**src/hw/rtl/dmle_pkg.sv**
```systemverilog
// Shared widths, codes, types and helpers for the mutual-exclusion lock engine.
// No dependencies; every other file of the block but dmle_ram imports this package.
package dmle_pkg;

  // Field widths fixed by the external message format
  localparam int CMD_W      = 3;
  localparam int LOCK_W     = 4;
  localparam int NODE_W     = 3;
  localparam int SEQ_W      = 32;
  localparam int KIND_W     = 2;
  localparam int NODE_COUNT = 8;
  localparam int CFG_IDX_W  = 2;
  localparam int CFG_DATA_W = 8;

  // Defaults for the top-level parameters
  localparam int LOCK_COUNT_DEF = 16;
  localparam int SEQ_BITS_DEF   = 32;

  // Depth of the queue between front and back end
  localparam int QUEUE_DEPTH = 2;

  // Input commands
  localparam logic [CMD_W-1:0] CMD_INIT       = 3'd0;
  localparam logic [CMD_W-1:0] CMD_ACQUIRE    = 3'd1;
  localparam logic [CMD_W-1:0] CMD_RELEASE    = 3'd2;
  localparam logic [CMD_W-1:0] CMD_PEER_REQ   = 3'd3;
  localparam logic [CMD_W-1:0] CMD_PEER_REPLY = 3'd4;

  // Result kinds
  localparam logic [KIND_W-1:0] KIND_REQUEST = 2'd0;
  localparam logic [KIND_W-1:0] KIND_REPLY   = 2'd1;
  localparam logic [KIND_W-1:0] KIND_GRANT   = 2'd2;

  // Configuration register indexes
  localparam logic [CFG_IDX_W-1:0] REG_OWN_NODE_ID = 2'd0;
  localparam logic [CFG_IDX_W-1:0] REG_PEER_MASK   = 2'd1;

  typedef struct packed {
    logic [CMD_W-1:0]  cmd;
    logic [LOCK_W-1:0] lock_id;
    logic [NODE_W-1:0] from_node;
    logic [SEQ_W-1:0]  seq_number;
  } dmle_entry_t;

  typedef struct packed {
    logic [NODE_W-1:0]     own_id;
    logic [NODE_COUNT-1:0] peers;
  } dmle_cfg_t;

  // Index of the lowest set bit; 0 when none is set
  function automatic logic [NODE_W-1:0] lowest_bit(input logic [NODE_COUNT-1:0] mask);
    logic [NODE_W-1:0] idx;
    idx = '0;
    for (int i = NODE_COUNT - 1; i >= 0; i--) begin
      if (mask[i]) idx = NODE_W'(i);
    end
    return idx;
  endfunction

endpackage

```
**src/hw/rtl/dmle_if.sv**
```systemverilog
// Handshake channel interfaces of the lock engine: input events, results, config.
// Depends on dmle_pkg for field widths.
interface dmle_item_if import dmle_pkg::*; ();
  logic              valid;
  logic              ready;
  logic [CMD_W-1:0]  cmd;
  logic [LOCK_W-1:0] lock_id;
  logic [NODE_W-1:0] from_node;
  logic [SEQ_W-1:0]  seq_number;

  modport source (output valid, cmd, lock_id, from_node, seq_number, input ready);
  modport sink   (input valid, cmd, lock_id, from_node, seq_number, output ready);
endinterface

interface dmle_result_if import dmle_pkg::*; ();
  logic              valid;
  logic              ready;
  logic [KIND_W-1:0] out_kind;
  logic [NODE_W-1:0] to_node;
  logic [LOCK_W-1:0] out_lock;
  logic [SEQ_W-1:0]  out_seq;
  logic              last;

  modport source (output valid, out_kind, to_node, out_lock, out_seq, last, input ready);
  modport sink   (input valid, out_kind, to_node, out_lock, out_seq, last, output ready);
endinterface

interface dmle_cfg_if import dmle_pkg::*; ();
  logic                  valid;
  logic                  ready;
  logic [CFG_IDX_W-1:0]  index;
  logic [CFG_DATA_W-1:0] data;

  modport source (output valid, index, data, input ready);
  modport sink   (input valid, index, data, output ready);
endinterface

```
**src/hw/rtl/distributed_mutex_lock_engine.sv**
```systemverilog
// One node's side of permission-based (request/deferred-reply) mutual exclusion over a
// table of LOCK_COUNT locks.
// An event is accepted into a two-entry queue whenever it has room; events with no
// effect (unknown command, lock out of range, peer traffic from a non-peer) are dropped
// before it. The back end reads the lock's state memory, then applies the event and
// updates the state, then emits its results, if any, one at a time; an acquire or
// release may address every peer. Results leave through an output register, so a
// stalled result channel holds only the back end. Lock state resets to zero through
// per-lock valid bits; there is no clearing pass. Configuration (own node id, peer
// mask) may be written only while no event is in flight.
module distributed_mutex_lock_engine import dmle_pkg::*; #(
  parameter int LOCK_COUNT = LOCK_COUNT_DEF,
  parameter int SEQ_BITS   = SEQ_BITS_DEF
) (
  input  logic          clk,
  input  logic          rst,
  dmle_item_if.sink     items,
  dmle_result_if.source results,
  dmle_cfg_if.sink      cfg
);

  logic [NODE_W-1:0]     own_node_id;
  logic [NODE_COUNT-1:0] peer_mask;
  dmle_cfg_t             cfg_state;

  logic        q_ready;
  logic        push;
  dmle_entry_t push_entry;
  logic        pop;
  logic        head_valid;
  dmle_entry_t head;

  assign cfg.ready = 1'b1;

  always_ff @(posedge clk) begin
    if (rst) begin
      own_node_id <= '0;
      peer_mask   <= '0;
    end else if (cfg.valid) begin
      case (cfg.index)
        REG_OWN_NODE_ID: own_node_id <= cfg.data[NODE_W-1:0];
        REG_PEER_MASK:   peer_mask   <= cfg.data[NODE_COUNT-1:0];
        default: begin
        end
      endcase
    end
  end

  // Drop own bit from the peer set
  assign cfg_state.own_id = own_node_id;
  assign cfg_state.peers  = peer_mask & ~(NODE_COUNT'(1) << own_node_id);

  dmle_front #(
    .LOCK_COUNT (LOCK_COUNT)
  ) u_front (
    .items      (items),
    .cfg        (cfg_state),
    .q_ready    (q_ready),
    .push       (push),
    .push_entry (push_entry)
  );

  dmle_queue u_queue (
    .clk        (clk),
    .rst        (rst),
    .push       (push),
    .push_entry (push_entry),
    .q_ready    (q_ready),
    .pop        (pop),
    .head_valid (head_valid),
    .head       (head)
  );

  dmle_back #(
    .LOCK_COUNT (LOCK_COUNT),
    .SEQ_BITS   (SEQ_BITS)
  ) u_back (
    .clk        (clk),
    .rst        (rst),
    .cfg        (cfg_state),
    .head_valid (head_valid),
    .head       (head),
    .pop        (pop),
    .results    (results)
  );

endmodule

```
**src/hw/rtl/dmle_ram.sv**
```systemverilog
// Generic single-write, single-read RAM with registered read data.
// No dependencies.
module dmle_ram #(
  parameter int WIDTH = 8,
  parameter int DEPTH = 16
) (
  input  logic                                   clk,
  input  logic                                   wr_en,
  input  logic [(DEPTH > 1 ? $clog2(DEPTH) : 1)-1:0] wr_addr,
  input  logic [WIDTH-1:0]                       wr_data,
  input  logic                                   rd_en,
  input  logic [(DEPTH > 1 ? $clog2(DEPTH) : 1)-1:0] rd_addr,
  output logic [WIDTH-1:0]                       rd_data
);

  logic [WIDTH-1:0] mem [DEPTH];

  always_ff @(posedge clk) begin
    if (wr_en) mem[wr_addr] <= wr_data;
    if (rd_en) rd_data <= mem[rd_addr];
  end

endmodule

```
**src/hw/rtl/dmle_front.sv**
```systemverilog
// Front end: accepts input events, drops the ones that have no effect, forwards the rest.
// Depends on dmle_pkg and dmle_if.
module dmle_front import dmle_pkg::*; #(
  parameter int LOCK_COUNT = LOCK_COUNT_DEF
) (
  dmle_item_if.sink   items,
  input  dmle_cfg_t   cfg,
  input  logic        q_ready,
  output logic        push,
  output dmle_entry_t push_entry
);

  logic in_range;
  logic known_cmd;
  logic peer_ok;
  logic keep;

  always_comb begin
    in_range  = 9'(items.lock_id) < 9'(LOCK_COUNT);
    known_cmd = items.cmd <= CMD_PEER_REPLY;
    // Peer traffic only counts from a node in the current peer set
    peer_ok   = 1'b1;
    if (items.cmd inside {CMD_PEER_REQ, CMD_PEER_REPLY}) begin
      peer_ok = cfg.peers[items.from_node];
    end
    keep = in_range && known_cmd && peer_ok;
  end

  assign items.ready = q_ready;
  assign push        = items.valid && q_ready && keep;

  assign push_entry.cmd        = items.cmd;
  assign push_entry.lock_id    = items.lock_id;
  assign push_entry.from_node  = items.from_node;
  assign push_entry.seq_number = items.seq_number;

endmodule

```
**src/hw/rtl/dmle_queue.sv**
```systemverilog
// Short queue of classified events between the front and the back end.
// Depends on dmle_pkg for the entry type and depth.
module dmle_queue import dmle_pkg::*; (
  input  logic        clk,
  input  logic        rst,
  input  logic        push,
  input  dmle_entry_t push_entry,
  output logic        q_ready,
  input  logic        pop,
  output logic        head_valid,
  output dmle_entry_t head
);

  localparam int QAW   = QUEUE_DEPTH > 1 ? $clog2(QUEUE_DEPTH) : 1;
  localparam int CNT_W = $clog2(QUEUE_DEPTH + 1);

  dmle_entry_t       slots [QUEUE_DEPTH];
  logic [QAW-1:0]    wr_ptr;
  logic [QAW-1:0]    rd_ptr;
  logic [CNT_W-1:0]  count;

  assign q_ready    = count != CNT_W'(QUEUE_DEPTH);
  assign head_valid = count != '0;
  assign head       = slots[rd_ptr];

  always_ff @(posedge clk) begin
    if (push) slots[wr_ptr] <= push_entry;
  end

  always_ff @(posedge clk) begin
    if (rst) begin
      wr_ptr <= '0;
      rd_ptr <= '0;
      count  <= '0;
    end else begin
      if (push) begin
        wr_ptr <= (wr_ptr == QAW'(QUEUE_DEPTH - 1)) ? '0 : wr_ptr + 1'b1;
      end
      if (pop) begin
        rd_ptr <= (rd_ptr == QAW'(QUEUE_DEPTH - 1)) ? '0 : rd_ptr + 1'b1;
      end
      if (push && !pop) count <= count + 1'b1;
      else if (pop && !push) count <= count - 1'b1;
    end
  end

endmodule

```
**src/hw/rtl/dmle_back.sv**
```systemverilog
// Back end: read-modify-write of the per-lock state and serial emission of results.
// Depends on dmle_pkg, dmle_if and dmle_ram.
module dmle_back import dmle_pkg::*; #(
  parameter int LOCK_COUNT = LOCK_COUNT_DEF,
  parameter int SEQ_BITS   = SEQ_BITS_DEF
) (
  input  logic          clk,
  input  logic          rst,
  input  dmle_cfg_t     cfg,
  input  logic          head_valid,
  input  dmle_entry_t   head,
  output logic          pop,
  dmle_result_if.source results
);

  localparam int LOCK_AW = LOCK_COUNT > 1 ? $clog2(LOCK_COUNT) : 1;

  localparam logic [1:0] S_IDLE = 2'd0;
  localparam logic [1:0] S_EXEC = 2'd1;
  localparam logic [1:0] S_EMIT = 2'd2;

  typedef struct packed {
    logic [SEQ_BITS-1:0]   own_seq;
    logic [SEQ_BITS-1:0]   high_seq;
    logic                  req;
    logic                  hold;
    logic [NODE_COUNT-1:0] replied;
    logic [NODE_COUNT-1:0] deferred;
  } rec_t;

  localparam int REC_W = $bits(rec_t);

  logic [1:0]            state;
  dmle_entry_t           item;
  logic [LOCK_COUNT-1:0] valid_bits;
  logic [REC_W-1:0]      rd_data;
  logic [LOCK_AW-1:0]    lock_idx;

  rec_t                  cur;
  rec_t                  rec_next;
  logic [NODE_COUNT-1:0] mask_next;
  logic [KIND_W-1:0]     kind_next;
  logic                  clr_valid;
  logic                  wr_en;
  logic [SEQ_BITS-1:0]   seq_in;
  logic [NODE_COUNT-1:0] fbit;
  logic [NODE_COUNT-1:0] replied_new;
  logic                  defer;

  logic [NODE_COUNT-1:0] emit_mask;
  logic [KIND_W-1:0]     emit_kind;
  logic [SEQ_BITS-1:0]   emit_seq;
  logic [NODE_W-1:0]     emit_idx;
  logic [NODE_COUNT-1:0] mask_rest;
  logic                  out_free;
  logic                  load;

  logic                  out_valid;
  logic [KIND_W-1:0]     out_kind;
  logic [NODE_W-1:0]     to_node;
  logic [LOCK_W-1:0]     out_lock;
  logic [SEQ_W-1:0]      out_seq;
  logic                  out_last;

  assign pop      = (state == S_IDLE) && head_valid;
  assign lock_idx = LOCK_AW'(item.lock_id);

  dmle_ram #(
    .WIDTH (REC_W),
    .DEPTH (LOCK_COUNT)
  ) u_state_ram (
    .clk     (clk),
    .wr_en   (wr_en),
    .wr_addr (lock_idx),
    .wr_data (rec_next),
    .rd_en   (pop),
    .rd_addr (LOCK_AW'(head.lock_id)),
    .rd_data (rd_data)
  );

  // Apply the event to the lock's state
  always_comb begin
    cur         = valid_bits[lock_idx] ? rec_t'(rd_data) : '0;
    rec_next    = cur;
    mask_next   = '0;
    kind_next   = KIND_REPLY;
    clr_valid   = 1'b0;
    seq_in      = SEQ_BITS'(item.seq_number);
    fbit        = NODE_COUNT'(1) << item.from_node;
    replied_new = cur.replied | fbit;
    defer       = cur.hold ||
                  (cur.req && ((seq_in > cur.own_seq) ||
                               ((seq_in == cur.own_seq) && (item.from_node > cfg.own_id))));
    case (item.cmd)
      CMD_INIT: begin
        clr_valid = 1'b1;
      end
      CMD_ACQUIRE: begin
        if (!(cur.req || cur.hold)) begin
          rec_next.own_seq = (&cur.high_seq) ? cur.high_seq : cur.high_seq + 1'b1;
          rec_next.replied = '0;
          if (cfg.peers == '0) begin
            rec_next.hold = 1'b1;
            mask_next     = NODE_COUNT'(1);
            kind_next     = KIND_GRANT;
          end else begin
            rec_next.req = 1'b1;
            mask_next    = cfg.peers;
            kind_next    = KIND_REQUEST;
          end
        end
      end
      CMD_RELEASE: begin
        mask_next         = cur.deferred;
        rec_next.hold     = 1'b0;
        rec_next.req      = 1'b0;
        rec_next.replied  = '0;
        rec_next.deferred = '0;
      end
      CMD_PEER_REQ: begin
        if (seq_in > cur.high_seq) rec_next.high_seq = seq_in;
        if (defer) rec_next.deferred = cur.deferred | fbit;
        else mask_next = fbit;
      end
      CMD_PEER_REPLY: begin
        if (cur.req) begin
          rec_next.replied = replied_new;
          if ((replied_new & cfg.peers) == cfg.peers) begin
            rec_next.req  = 1'b0;
            rec_next.hold = 1'b1;
            mask_next     = NODE_COUNT'(1);
            kind_next     = KIND_GRANT;
          end
        end
      end
      default: begin
      end
    endcase
    wr_en = (state == S_EXEC) && !clr_valid;
  end

  assign emit_idx  = lowest_bit(emit_mask);
  assign mask_rest = emit_mask & ~(NODE_COUNT'(1) << emit_idx);
  assign out_free  = !out_valid || results.ready;
  assign load      = (state == S_EMIT) && out_free;

  always_ff @(posedge clk) begin
    if (pop) item <= head;
    if (state == S_EXEC) begin
      emit_mask <= mask_next;
      emit_kind <= kind_next;
      emit_seq  <= rec_next.own_seq;
    end else if (load) begin
      emit_mask <= mask_rest;
    end
    if (load) begin
      out_kind <= emit_kind;
      to_node  <= (emit_kind == KIND_GRANT) ? '0 : emit_idx;
      out_lock <= item.lock_id;
      out_seq  <= (emit_kind == KIND_REQUEST) ? SEQ_W'(emit_seq) : '0;
      out_last <= mask_rest == '0;
    end
  end

  always_ff @(posedge clk) begin
    if (rst) begin
      state      <= S_IDLE;
      valid_bits <= '0;
      out_valid  <= 1'b0;
    end else begin
      case (state)
        S_IDLE: begin
          if (pop) state <= S_EXEC;
        end
        S_EXEC: begin
          if (clr_valid) valid_bits[lock_idx] <= 1'b0;
          else valid_bits[lock_idx] <= 1'b1;
          state <= (mask_next != '0) ? S_EMIT : S_IDLE;
        end
        S_EMIT: begin
          if (load && mask_rest == '0) state <= S_IDLE;
        end
        default: begin
          state <= S_IDLE;
        end
      endcase
      if (load) out_valid <= 1'b1;
      else if (results.ready) out_valid <= 1'b0;
    end
  end

  assign results.valid    = out_valid;
  assign results.out_kind = out_kind;
  assign results.to_node  = to_node;
  assign results.out_lock = out_lock;
  assign results.out_seq  = out_seq;
  assign results.last     = out_last;

  a_emit_mask_live: assert property (@(posedge clk) disable iff (rst)
    (state == S_EMIT) |-> (emit_mask != '0))
    else $error("emission state entered with no results pending");

  a_no_req_and_hold: assert property (@(posedge clk) disable iff (rst)
    wr_en |-> !(rec_next.req && rec_next.hold))
    else $error("lock written as both requesting and holding");

  a_pop_only_idle: assert property (@(posedge clk) disable iff (rst)
    pop |=> (state == S_EXEC))
    else $error("state read not followed by update");

  a_load_sets_valid: assert property (@(posedge clk) disable iff (rst)
    load |=> results.valid)
    else $error("loaded result not presented");

  a_grant_single: assert property (@(posedge clk) disable iff (rst)
    (load && emit_kind == KIND_GRANT) |-> (mask_rest == '0))
    else $error("grant not the only result of its event");

endmodule

```
**src/flat_wrapper.sv**
```systemverilog
// flat-port wrapper written by rule: the top's interface ports become plain ports
module distributed_mutex_lock_engine_flat import dmle_pkg::*;
#(
  parameter int LOCK_COUNT = LOCK_COUNT_DEF,
  parameter int SEQ_BITS   = SEQ_BITS_DEF
)
  (clk, rst, items_valid, items_cmd, items_lock_id, items_from_node, items_seq_number, items_ready, results_valid, results_out_kind, results_to_node, results_out_lock, results_out_seq, results_last, results_ready, cfg_valid, cfg_index, cfg_data, cfg_ready);
  dmle_item_if items_i ();
  dmle_result_if results_i ();
  dmle_cfg_if cfg_i ();
  input  logic clk;
  input  logic rst;
  input wire logic [$bits(items_i.valid)-1:0] items_valid;
  input wire logic [$bits(items_i.cmd)-1:0] items_cmd;
  input wire logic [$bits(items_i.lock_id)-1:0] items_lock_id;
  input wire logic [$bits(items_i.from_node)-1:0] items_from_node;
  input wire logic [$bits(items_i.seq_number)-1:0] items_seq_number;
  output wire logic [$bits(items_i.ready)-1:0] items_ready;
  output wire logic [$bits(results_i.valid)-1:0] results_valid;
  output wire logic [$bits(results_i.out_kind)-1:0] results_out_kind;
  output wire logic [$bits(results_i.to_node)-1:0] results_to_node;
  output wire logic [$bits(results_i.out_lock)-1:0] results_out_lock;
  output wire logic [$bits(results_i.out_seq)-1:0] results_out_seq;
  output wire logic [$bits(results_i.last)-1:0] results_last;
  input wire logic [$bits(results_i.ready)-1:0] results_ready;
  input wire logic [$bits(cfg_i.valid)-1:0] cfg_valid;
  input wire logic [$bits(cfg_i.index)-1:0] cfg_index;
  input wire logic [$bits(cfg_i.data)-1:0] cfg_data;
  output wire logic [$bits(cfg_i.ready)-1:0] cfg_ready;
  assign items_i.valid = items_valid;
  assign items_i.cmd = items_cmd;
  assign items_i.lock_id = items_lock_id;
  assign items_i.from_node = items_from_node;
  assign items_i.seq_number = items_seq_number;
  assign items_ready = items_i.ready;
  assign results_valid = results_i.valid;
  assign results_out_kind = results_i.out_kind;
  assign results_to_node = results_i.to_node;
  assign results_out_lock = results_i.out_lock;
  assign results_out_seq = results_i.out_seq;
  assign results_last = results_i.last;
  assign results_i.ready = results_ready;
  assign cfg_i.valid = cfg_valid;
  assign cfg_i.index = cfg_index;
  assign cfg_i.data = cfg_data;
  assign cfg_ready = cfg_i.ready;
  distributed_mutex_lock_engine #(.LOCK_COUNT(LOCK_COUNT), .SEQ_BITS(SEQ_BITS)) u_core (.clk(clk), .rst(rst), .items(items_i), .results(results_i), .cfg(cfg_i));
endmodule
```
**config.mk**
```make
export PLATFORM = sky130hd
export DESIGN_NAME = distributed_mutex_lock_engine_flat
export DESIGN_NICKNAME = d
export VERILOG_FILES = /design/src/hw/rtl/dmle_pkg.sv /design/src/hw/rtl/dmle_if.sv /design/src/hw/rtl/distributed_mutex_lock_engine.sv /design/src/hw/rtl/dmle_ram.sv /design/src/hw/rtl/dmle_front.sv /design/src/hw/rtl/dmle_queue.sv /design/src/hw/rtl/dmle_back.sv /design/src/flat_wrapper.sv
export SDC_FILE = /design/constraint.sdc
export NUM_CORES = 2
export LEC_CHECK = 0
export BUFFER_PORTS_ARGS = -buffer_cell sky130_fd_sc_hd__buf_2
export CAP_MARGIN = 20
export CELL_PAD_IN_SITES_DETAIL_PLACEMENT = 0
export CELL_PAD_IN_SITES_GLOBAL_PLACEMENT = 1
export CORE_ASPECT_RATIO = 1.4
export CORE_UTILIZATION = 52
export DETAILED_ROUTE_END_ITERATION = 6
export PLACE_DENSITY = 0.79
export SKIP_LAST_GASP = 1
export SYNTH_ARGS = -nofsm -noshare
export SYNTH_HDL_FRONTEND = slang
export SYNTH_SLANG_ARGS = --single-unit
```
**constraint.sdc**
```tcl
create_clock -name clk -period 6.35 [get_ports clk]
set_input_delay 0.635 -clock clk [delete_from_list [all_inputs] [get_ports clk]]
set_output_delay 0.635 -clock clk [all_outputs]
set_load 0.05 [all_outputs]
```
# Yosys cells after proc, flatten, opt, wreduce, memory -nomap -nowiden
# Memories as Yosys holds them, arrays and structs flattened. A register that Yosys moved wholly into a read port is not among the register bits.
# Cells that the tools add are included.
word_totals:
  ramBits: 1396
  mem_count: 2
  wordCells: 158
  in_bits: 57
  out_inout_bits: 45
  regBits: 160
mem_list:
  columns: ["name", "words", "width", "rd", "rd_ports_with_merged_regs", "wr", "line_no", "text"]
  rows:
  - ["u_core.u_back.u_state_ram.mem", 16, 82, 1, 1, 1, "dmle_ram.sv:16", "logic [WIDTH-1:0] mem [DEPTH];"]
  - ["u_core.u_queue.slots", 2, 42, 1, 1, 1, "dmle_queue.sv:17", "dmle_entry_t slots [QUEUE_DEPTH];"]
op_classes:
  order_cmp: 7
  shift: 3
  n_addsub: 5
  n_eq_ne: 15
  n_bitwise: 10
  n_mux: 60
  reduce_logical: 36
op_table:
  columns: ["op", "n"]
  rows:
  - ["$mux 32", 5]
  - ["$mux 82", 1]
  - ["$gt 32x32->1", 2]
  - ["$mux 8", 6]
  - ["$add 32x1->32 const B", 1]
  - ["$eq 32x32->1", 1]
  - ["$pmux 8 s4", 1]
  - ["$reduce_and 32->1", 1]
  - ["$pmux 10 s3", 1]
  - ["$and 8x8->8", 3]
  - ["$mux 3", 8]
  - ["$shl 1x3->8 const A", 3]
  - ["$mux 10", 2]
  - ["$mux 2", 10]
  - ["$mux 1", 19]
  - ["$and 16x16->16", 1]
  - ["$logic_not 8->1", 2]
  - ["$mux 16", 1]
  - ["$not 16->16", 1]
  - ["$not 8->8", 2]
  - ["$or 16x16->16", 1]
  - ["$or 8x8->8", 2]
  - ["$pmux 8 s2", 1]
  - ["$logic_and 1x1->1", 12]
  - ["28 further kinds", 49]

# Longest topological paths before layout
logic_depth:
  depth_word: 15
  mapped_depth: 19
  ltp_nobuf: 14

# By module
# From an unflattened synthesis, not the netlist that was laid out.
unflattened:
  cells_unflattened: 3307
  hier_area_um2: 65021.1
modules_own_cells:
  columns: ["mod", "area_per_inst_um2", "cells_per_inst", "instances", "seq_area_each_um2"]
  rows:
  - ["dmle_ram", 51504.4, 2103, 1, 41860.1]
  - ["dmle_back", 9285.2, 937, 1, 4164.0]
  - ["dmle_queue", 3238.1, 153, 1, 2622.5]
  - ["distributed_mutex_lock_engine", 576.8, 61, 1, 220.2]
  - ["dmle_front", 416.6, 53, 1, 0.0]

# Worst setup path before layout
# Ideal clock, no wire load.
synth_path:
  kind: "reg2reg"
  startpoint: "register u_core.u_back.state[1]"
  endpoint: "memory u_core.u_back.u_state_ram.mem[15][0] in the netlist's numbering (enable)"
  required_ns: 5.825
  path_buffers: 1
  period_less_slack_ns: 5.775
  setup_slack_ns: 0.575
  path_stages_with_launch: 7
  setup_ns: 0.525
  arrival_ns: 5.250
  cell_sequence: "dfxtp_1 > nand2b_1 > clkbuf_1 > inv_1 > and3_1 > nand3_1 > nor2_1"
synth_between:
  elab_chain_cells: 4
synth_rtl:
  columns: ["item", "line_no", "text"]
  rows:
  - ["from (decl)", "dmle_back.sv:33", "logic [1:0] state;"]
  - ["from (signal assigned)", "dmle_back.sv:178", "state <= (mask_next != '0) ? S_EMIT : S_IDLE;"]
  - ["$eq 2x1->1", "dmle_back.sv:139", "wr_en = (state == S_EXEC) && !clr_valid;"]
  - ["$logic_and 1x1->1", "dmle_back.sv:139", null]
  - ["$mux 1", "dmle_ram.sv:19", "if (wr_en) mem[wr_addr] <= wr_data;"]
  - ["$mux 1 (implied by the code)", "dmle_ram.sv:19", null]
  - ["to (decl)", "dmle_ram.sv:16", null]
# No other way between the ends.

==> flow_metrics.py <==
metrics = {
    "worst_setup_path": {
        "path_max_fanout": 46,
        "crit_slowest_cell": "o21ai_4",
        "endpoint_kind": "flip-flop",
        "worst-path-stages": 15,
        "crit_top_cell": "buf_4",
        "worst-endpoint-required_ps": 6980,
        "cp_num_buf_inv": 3,
        "startpoint": "u_core.u_back.lock_idx[1]",
        "crit_path_end": "u_core.u_back.u_state_ram.mem[5][32]",
        "r2r-start": "u_core.u_back.lock_idx[1]",
        "crit_family": "compound AO/OA/AOI/OAI gates",
        "cp_cell_sequence": "mux2_2 > a2bb2o_4 > o32ai_4 > buf_4 > nand2_1 > ha_1 > a21o_1 > a211oi_1 > nor3_1 > a211oi_1 > a31oi_1 > o21ai_4 > buf_4 > mux2i_1 > buf_4",
        "max_stage_delay_ps": 660,
        "worstPathArrival_ps": 6140,
        "regToRegSetupSlack_ps": 840,
        "reg2reg_depth": 15,
        "cp-start-kind": "flip-flop",
        "r2r_end": "u_core.u_back.u_state_ram.mem[5][32]",
        "path_class": "reg2reg",
    },
    "routing": {
        "firstDrtPassIters": 7,
        "vias": 42601,
        "wl_per_cell_um": 25.50,
        "antenna_left": 0,
        "first_iter_violations": 4605,
        "drc": 0,
        "viasPerCell": 6.075,
        "routed_wl_mm": 178.8,
    },
    "timing": {
        "clock.fmax_ghz": 0.1815,
        "slew_violations": 0,
        "slew_headroom_pct": 21.08,
        "worst_slew_pin_slew_ps": 1176,
        "fin_crit_sh_pct": 86.76,
        "tns_ps": 0,
        "rsz0062_at_grt": "no",
        "holdWs_ps": 47.00,
        "min_period_ps": 5509,
        "finalSetupViolCount": 0,
        "hold_violations": 0,
        "fin_skew_ps": 34.38,
    },
    "power": {
        "pwr-share-seq_pct": 46.6,
        "intPower_mw": 21.23,
        "irDropWorstVdd_mv": 0.2994,
        "pwr-share-comb_pct": 24.5,
        "powerDensity_mw_per_mm2": 420.9,
        "p_leak_nw": 26.23,
        "switching_share_pct": 32.59,
        "p_switching_mw": 10.27,
        "pwr-share-clk_pct": 28.9,
    },
    "cts": {
        "htree_levels": 4,
        "cts_buffers": 154,
        "insertion_delay_ps": 810,
        "cts_resized": 0,
        "clockBufferDepth": 3,
        "clockRootBuffer": "clkbuf_16",
        "cts_tree": "built",
        "cts.sinks": 1639,
        "clk_pin_slew_ps": 60,
    },
    "synthesis": {
        "synth_top_area_share_pct": 72.38,
        "synth_cell_types": 68,
        "ys.flop_type": "edfxtp_1",
        "synth.largest_area_cell": "edfxtp_1",
        "syn-instance-count": 5135,
        "syn_avg_cell_area_sq_um": 12.96,
        "syn_nets": 5261,
        "yosys_warnings": 0,
        "ys_seq_area_share_pct": 73.43,
        "syn-cell-area_sq_mm": 0.06655,
        "synth_edf_count": 1604,
        "synth_async_sr_flop_share_pct": 0,
        "synthTopCellsByArea": "edfxtp_1, nand2_1, nand3_1",
        "ys_ff_latch": 1639,
    },
    "die": {
        "coreArea_sq_mm": 0.1264,
        "num_io_pins": 102,
        "die_h_um": 425.3,
        "rows": 154,
        "die_width_um": 304.4,
        "start_util_pct": 52.65,
        "die_area_sq_mm": 0.1294,
    },
    "layout": {
        "syn2layout_area_growth_pct": 12.44,
        "layout_common_cells": "edfxtp_1, nand2_1, nand3_1",
        "seq_area_sq_mm": 0.04887,
        "n_fill_cell": 9797,
        "instances_no_fill": 7013,
        "multi_input_area_sq_mm": 0.01649,
        "final_common_cell": "edfxtp_1",
        "nets": 5375,
        "layout-drive-gt1-share_pct": 10.55,
    },
    "status": {
        "outcome": "completed",
    },
    "placed_design": {
        "dpl.cell_count": 6693,
        "numPortBuffers": 100,
        "gp_congestion": 0.9110,
        "dpl.hpwl_mm": 93.20,
    },
    "global_route": {
        "grt_start_max_net_pins": 141,
        "met3_usage_pct": 3.704,
        "met2_usage_pct": 46.28,
        "grt_pass1_vias": 40714,
        "use_met1_pct": 37.16,
        "grt_pass1_wl_mm": 262.9,
        "overflow": 0,
        "top_usage_layer": "met2",
        "antenna_found_initial": 4,
        "grt_usage_pct": 27.61,
    },
    "run": {
        "drv_cap": 0,
    },
    "hold_path": {
        "holdCritPathClass": "in2reg",
    },
}
power groups by stage:
stage	clock network, mW	registers, mW	logic [mW]
after floorplan	0	14.5	4.87
after detailed placement	0	14.9	7.62
final	9.12	14.7	7.70
after global placement	0	14.9	7.49
after CTS	9.24	14.7	7.65
after global routing	9.66	14.7	8.40
cells in the mapped netlist, types with 3 or more instances:
| library cell | count |
|---|---|
| a211oi_1 | 8 |
| mux2i_1 | 44 |
| and3_1 | 90 |
| o31ai_1 | 7 |
| a221o_1 | 4 |
| o21ai_0 | 64 |
| o22ai_1 | 3 |
| inv_1 | 49 |
| nand3b_1 | 3 |
| or4_1 | 5 |
| a311oi_1 | 165 |
| o21ai_1 | 4 |
| nand4_1 | 24 |
| nand2_1 | 1435 |
| mux4_2 | 4 |
| a22oi_1 | 9 |
| a21oi_1 | 54 |
| or3_1 | 3 |
| xor2_1 | 17 |
| edfxtp_1 | 1604 |
| a31oi_1 | 86 |
| clkbuf_1 | 297 |
| nor4_2 | 3 |
| and2_1 | 41 |
| nand3_1 | 707 |
| nand2b_1 | 16 |
| nor3b_1 | 5 |
| xnor2_1 | 16 |
| buf_2 | 13 |
| mux2_2 | 45 |
| ha_1 | 69 |
| dfxtp_1 | 35 |
| a221oi_1 | 4 |
| a21o_1 | 8 |
| nor2b_1 | 9 |
| nor2_1 | 102 |
| buf_1 | 6 |
| buf_4 | 3 |
| nor4_1 | 11 |
| nor3_1 | 29 |
layout make-up:
type / instances / area share [%]
repair buffers: 277 / 2.975
flip-flops and latches: 1639 / 65.31
clock buffers: 189 / 5.394
well taps: 1638 / 2.739
multi-input cells: 3126 / 22.04
diodes: 2 / 0.006688
clock inverters: 91 / 1.249
inverters: 51 / 0.2859
cell families (layout without fill, tap and decap cells):
kind of cell    Yosys count  in the layout  synth area share (%)
other cells               1              3              0.005635
compound gates          435            435                 4.698
flops                  1639           1639                 73.43
mux                      94             94                 1.592
fa+ha+maj                70             70                 1.312
xor+xnor                 33             33                0.4343
simple gates           2493           2493                 16.40
buf+inv                 370            608                 2.128
worst min-delay path by stage:
stage	from	end	slack [ps]	cells past startpoint
after floorplan	u_core.u_back.lock_idx[0]	u_core.u_back.results.out_lock[0]	420	0
after global placement	flip-flop	flip-flop	470	2
after detailed placement	flip-flop	flip-flop	480	2
after CTS	items_cmd[0]	u_core.u_queue.slots[1][39]	6	1
after global routing	items_cmd[2]	u_core.u_queue.slots[0][41]	30	1
final	items_cmd[0]	u_core.u_queue.slots[1][39]	50	1
registers in the layout, indices dropped and copies added (netlist names), 4 cells and up, named ones only:
register / flops
u_core.u_back.u_state_ram.mem: 1312
u_core.peer_mask: 8
u_core.u_back.item: 6
u_core.u_back.emit_mask: 8
u_core.u_queue.slots: 84
u_core.u_back.results.out_seq: 32
u_core.u_back.results.out_lock: 4
u_core.u_back.emit_seq: 32
u_core.u_back.u_state_ram.rd_data: 82
u_core.u_back.lock_idx: 4
u_core.u_back.seq_in: 32
per-stage QoR:
step | utilization, % | area [sq um] | setup WS [ps] | power (mW)
after global placement | 54.96 | 69480 | 921.5 | 22.38
final | 59.20 | 74830 | 840.6 | 31.50
after global routing | 59.20 | 74830 | 544.0 | 32.78
after detailed placement | 54.97 | 69480 | 829.8 | 22.49
after floorplan | - | 66550 | 575.2 | 19.40
after CTS | 59.12 | 74730 | 797.5 | 31.55
metal layers:
layer / vias to the layer above / wire [um]
li1: 19140 / -
met1: 21303 / 71720
met2: 1854 / 87590
met3: 300 / 14040
met4: 4 / 5476
met5: - / 18
repair_timing:
action | 4_1_cts | 5_1_grt
hold buffers | 28 | 0
buffers inserted | 0 | 0
endpoints found under the hold margin | 56 | 0
No activity file was read; power rests on OpenSTA's default activity.
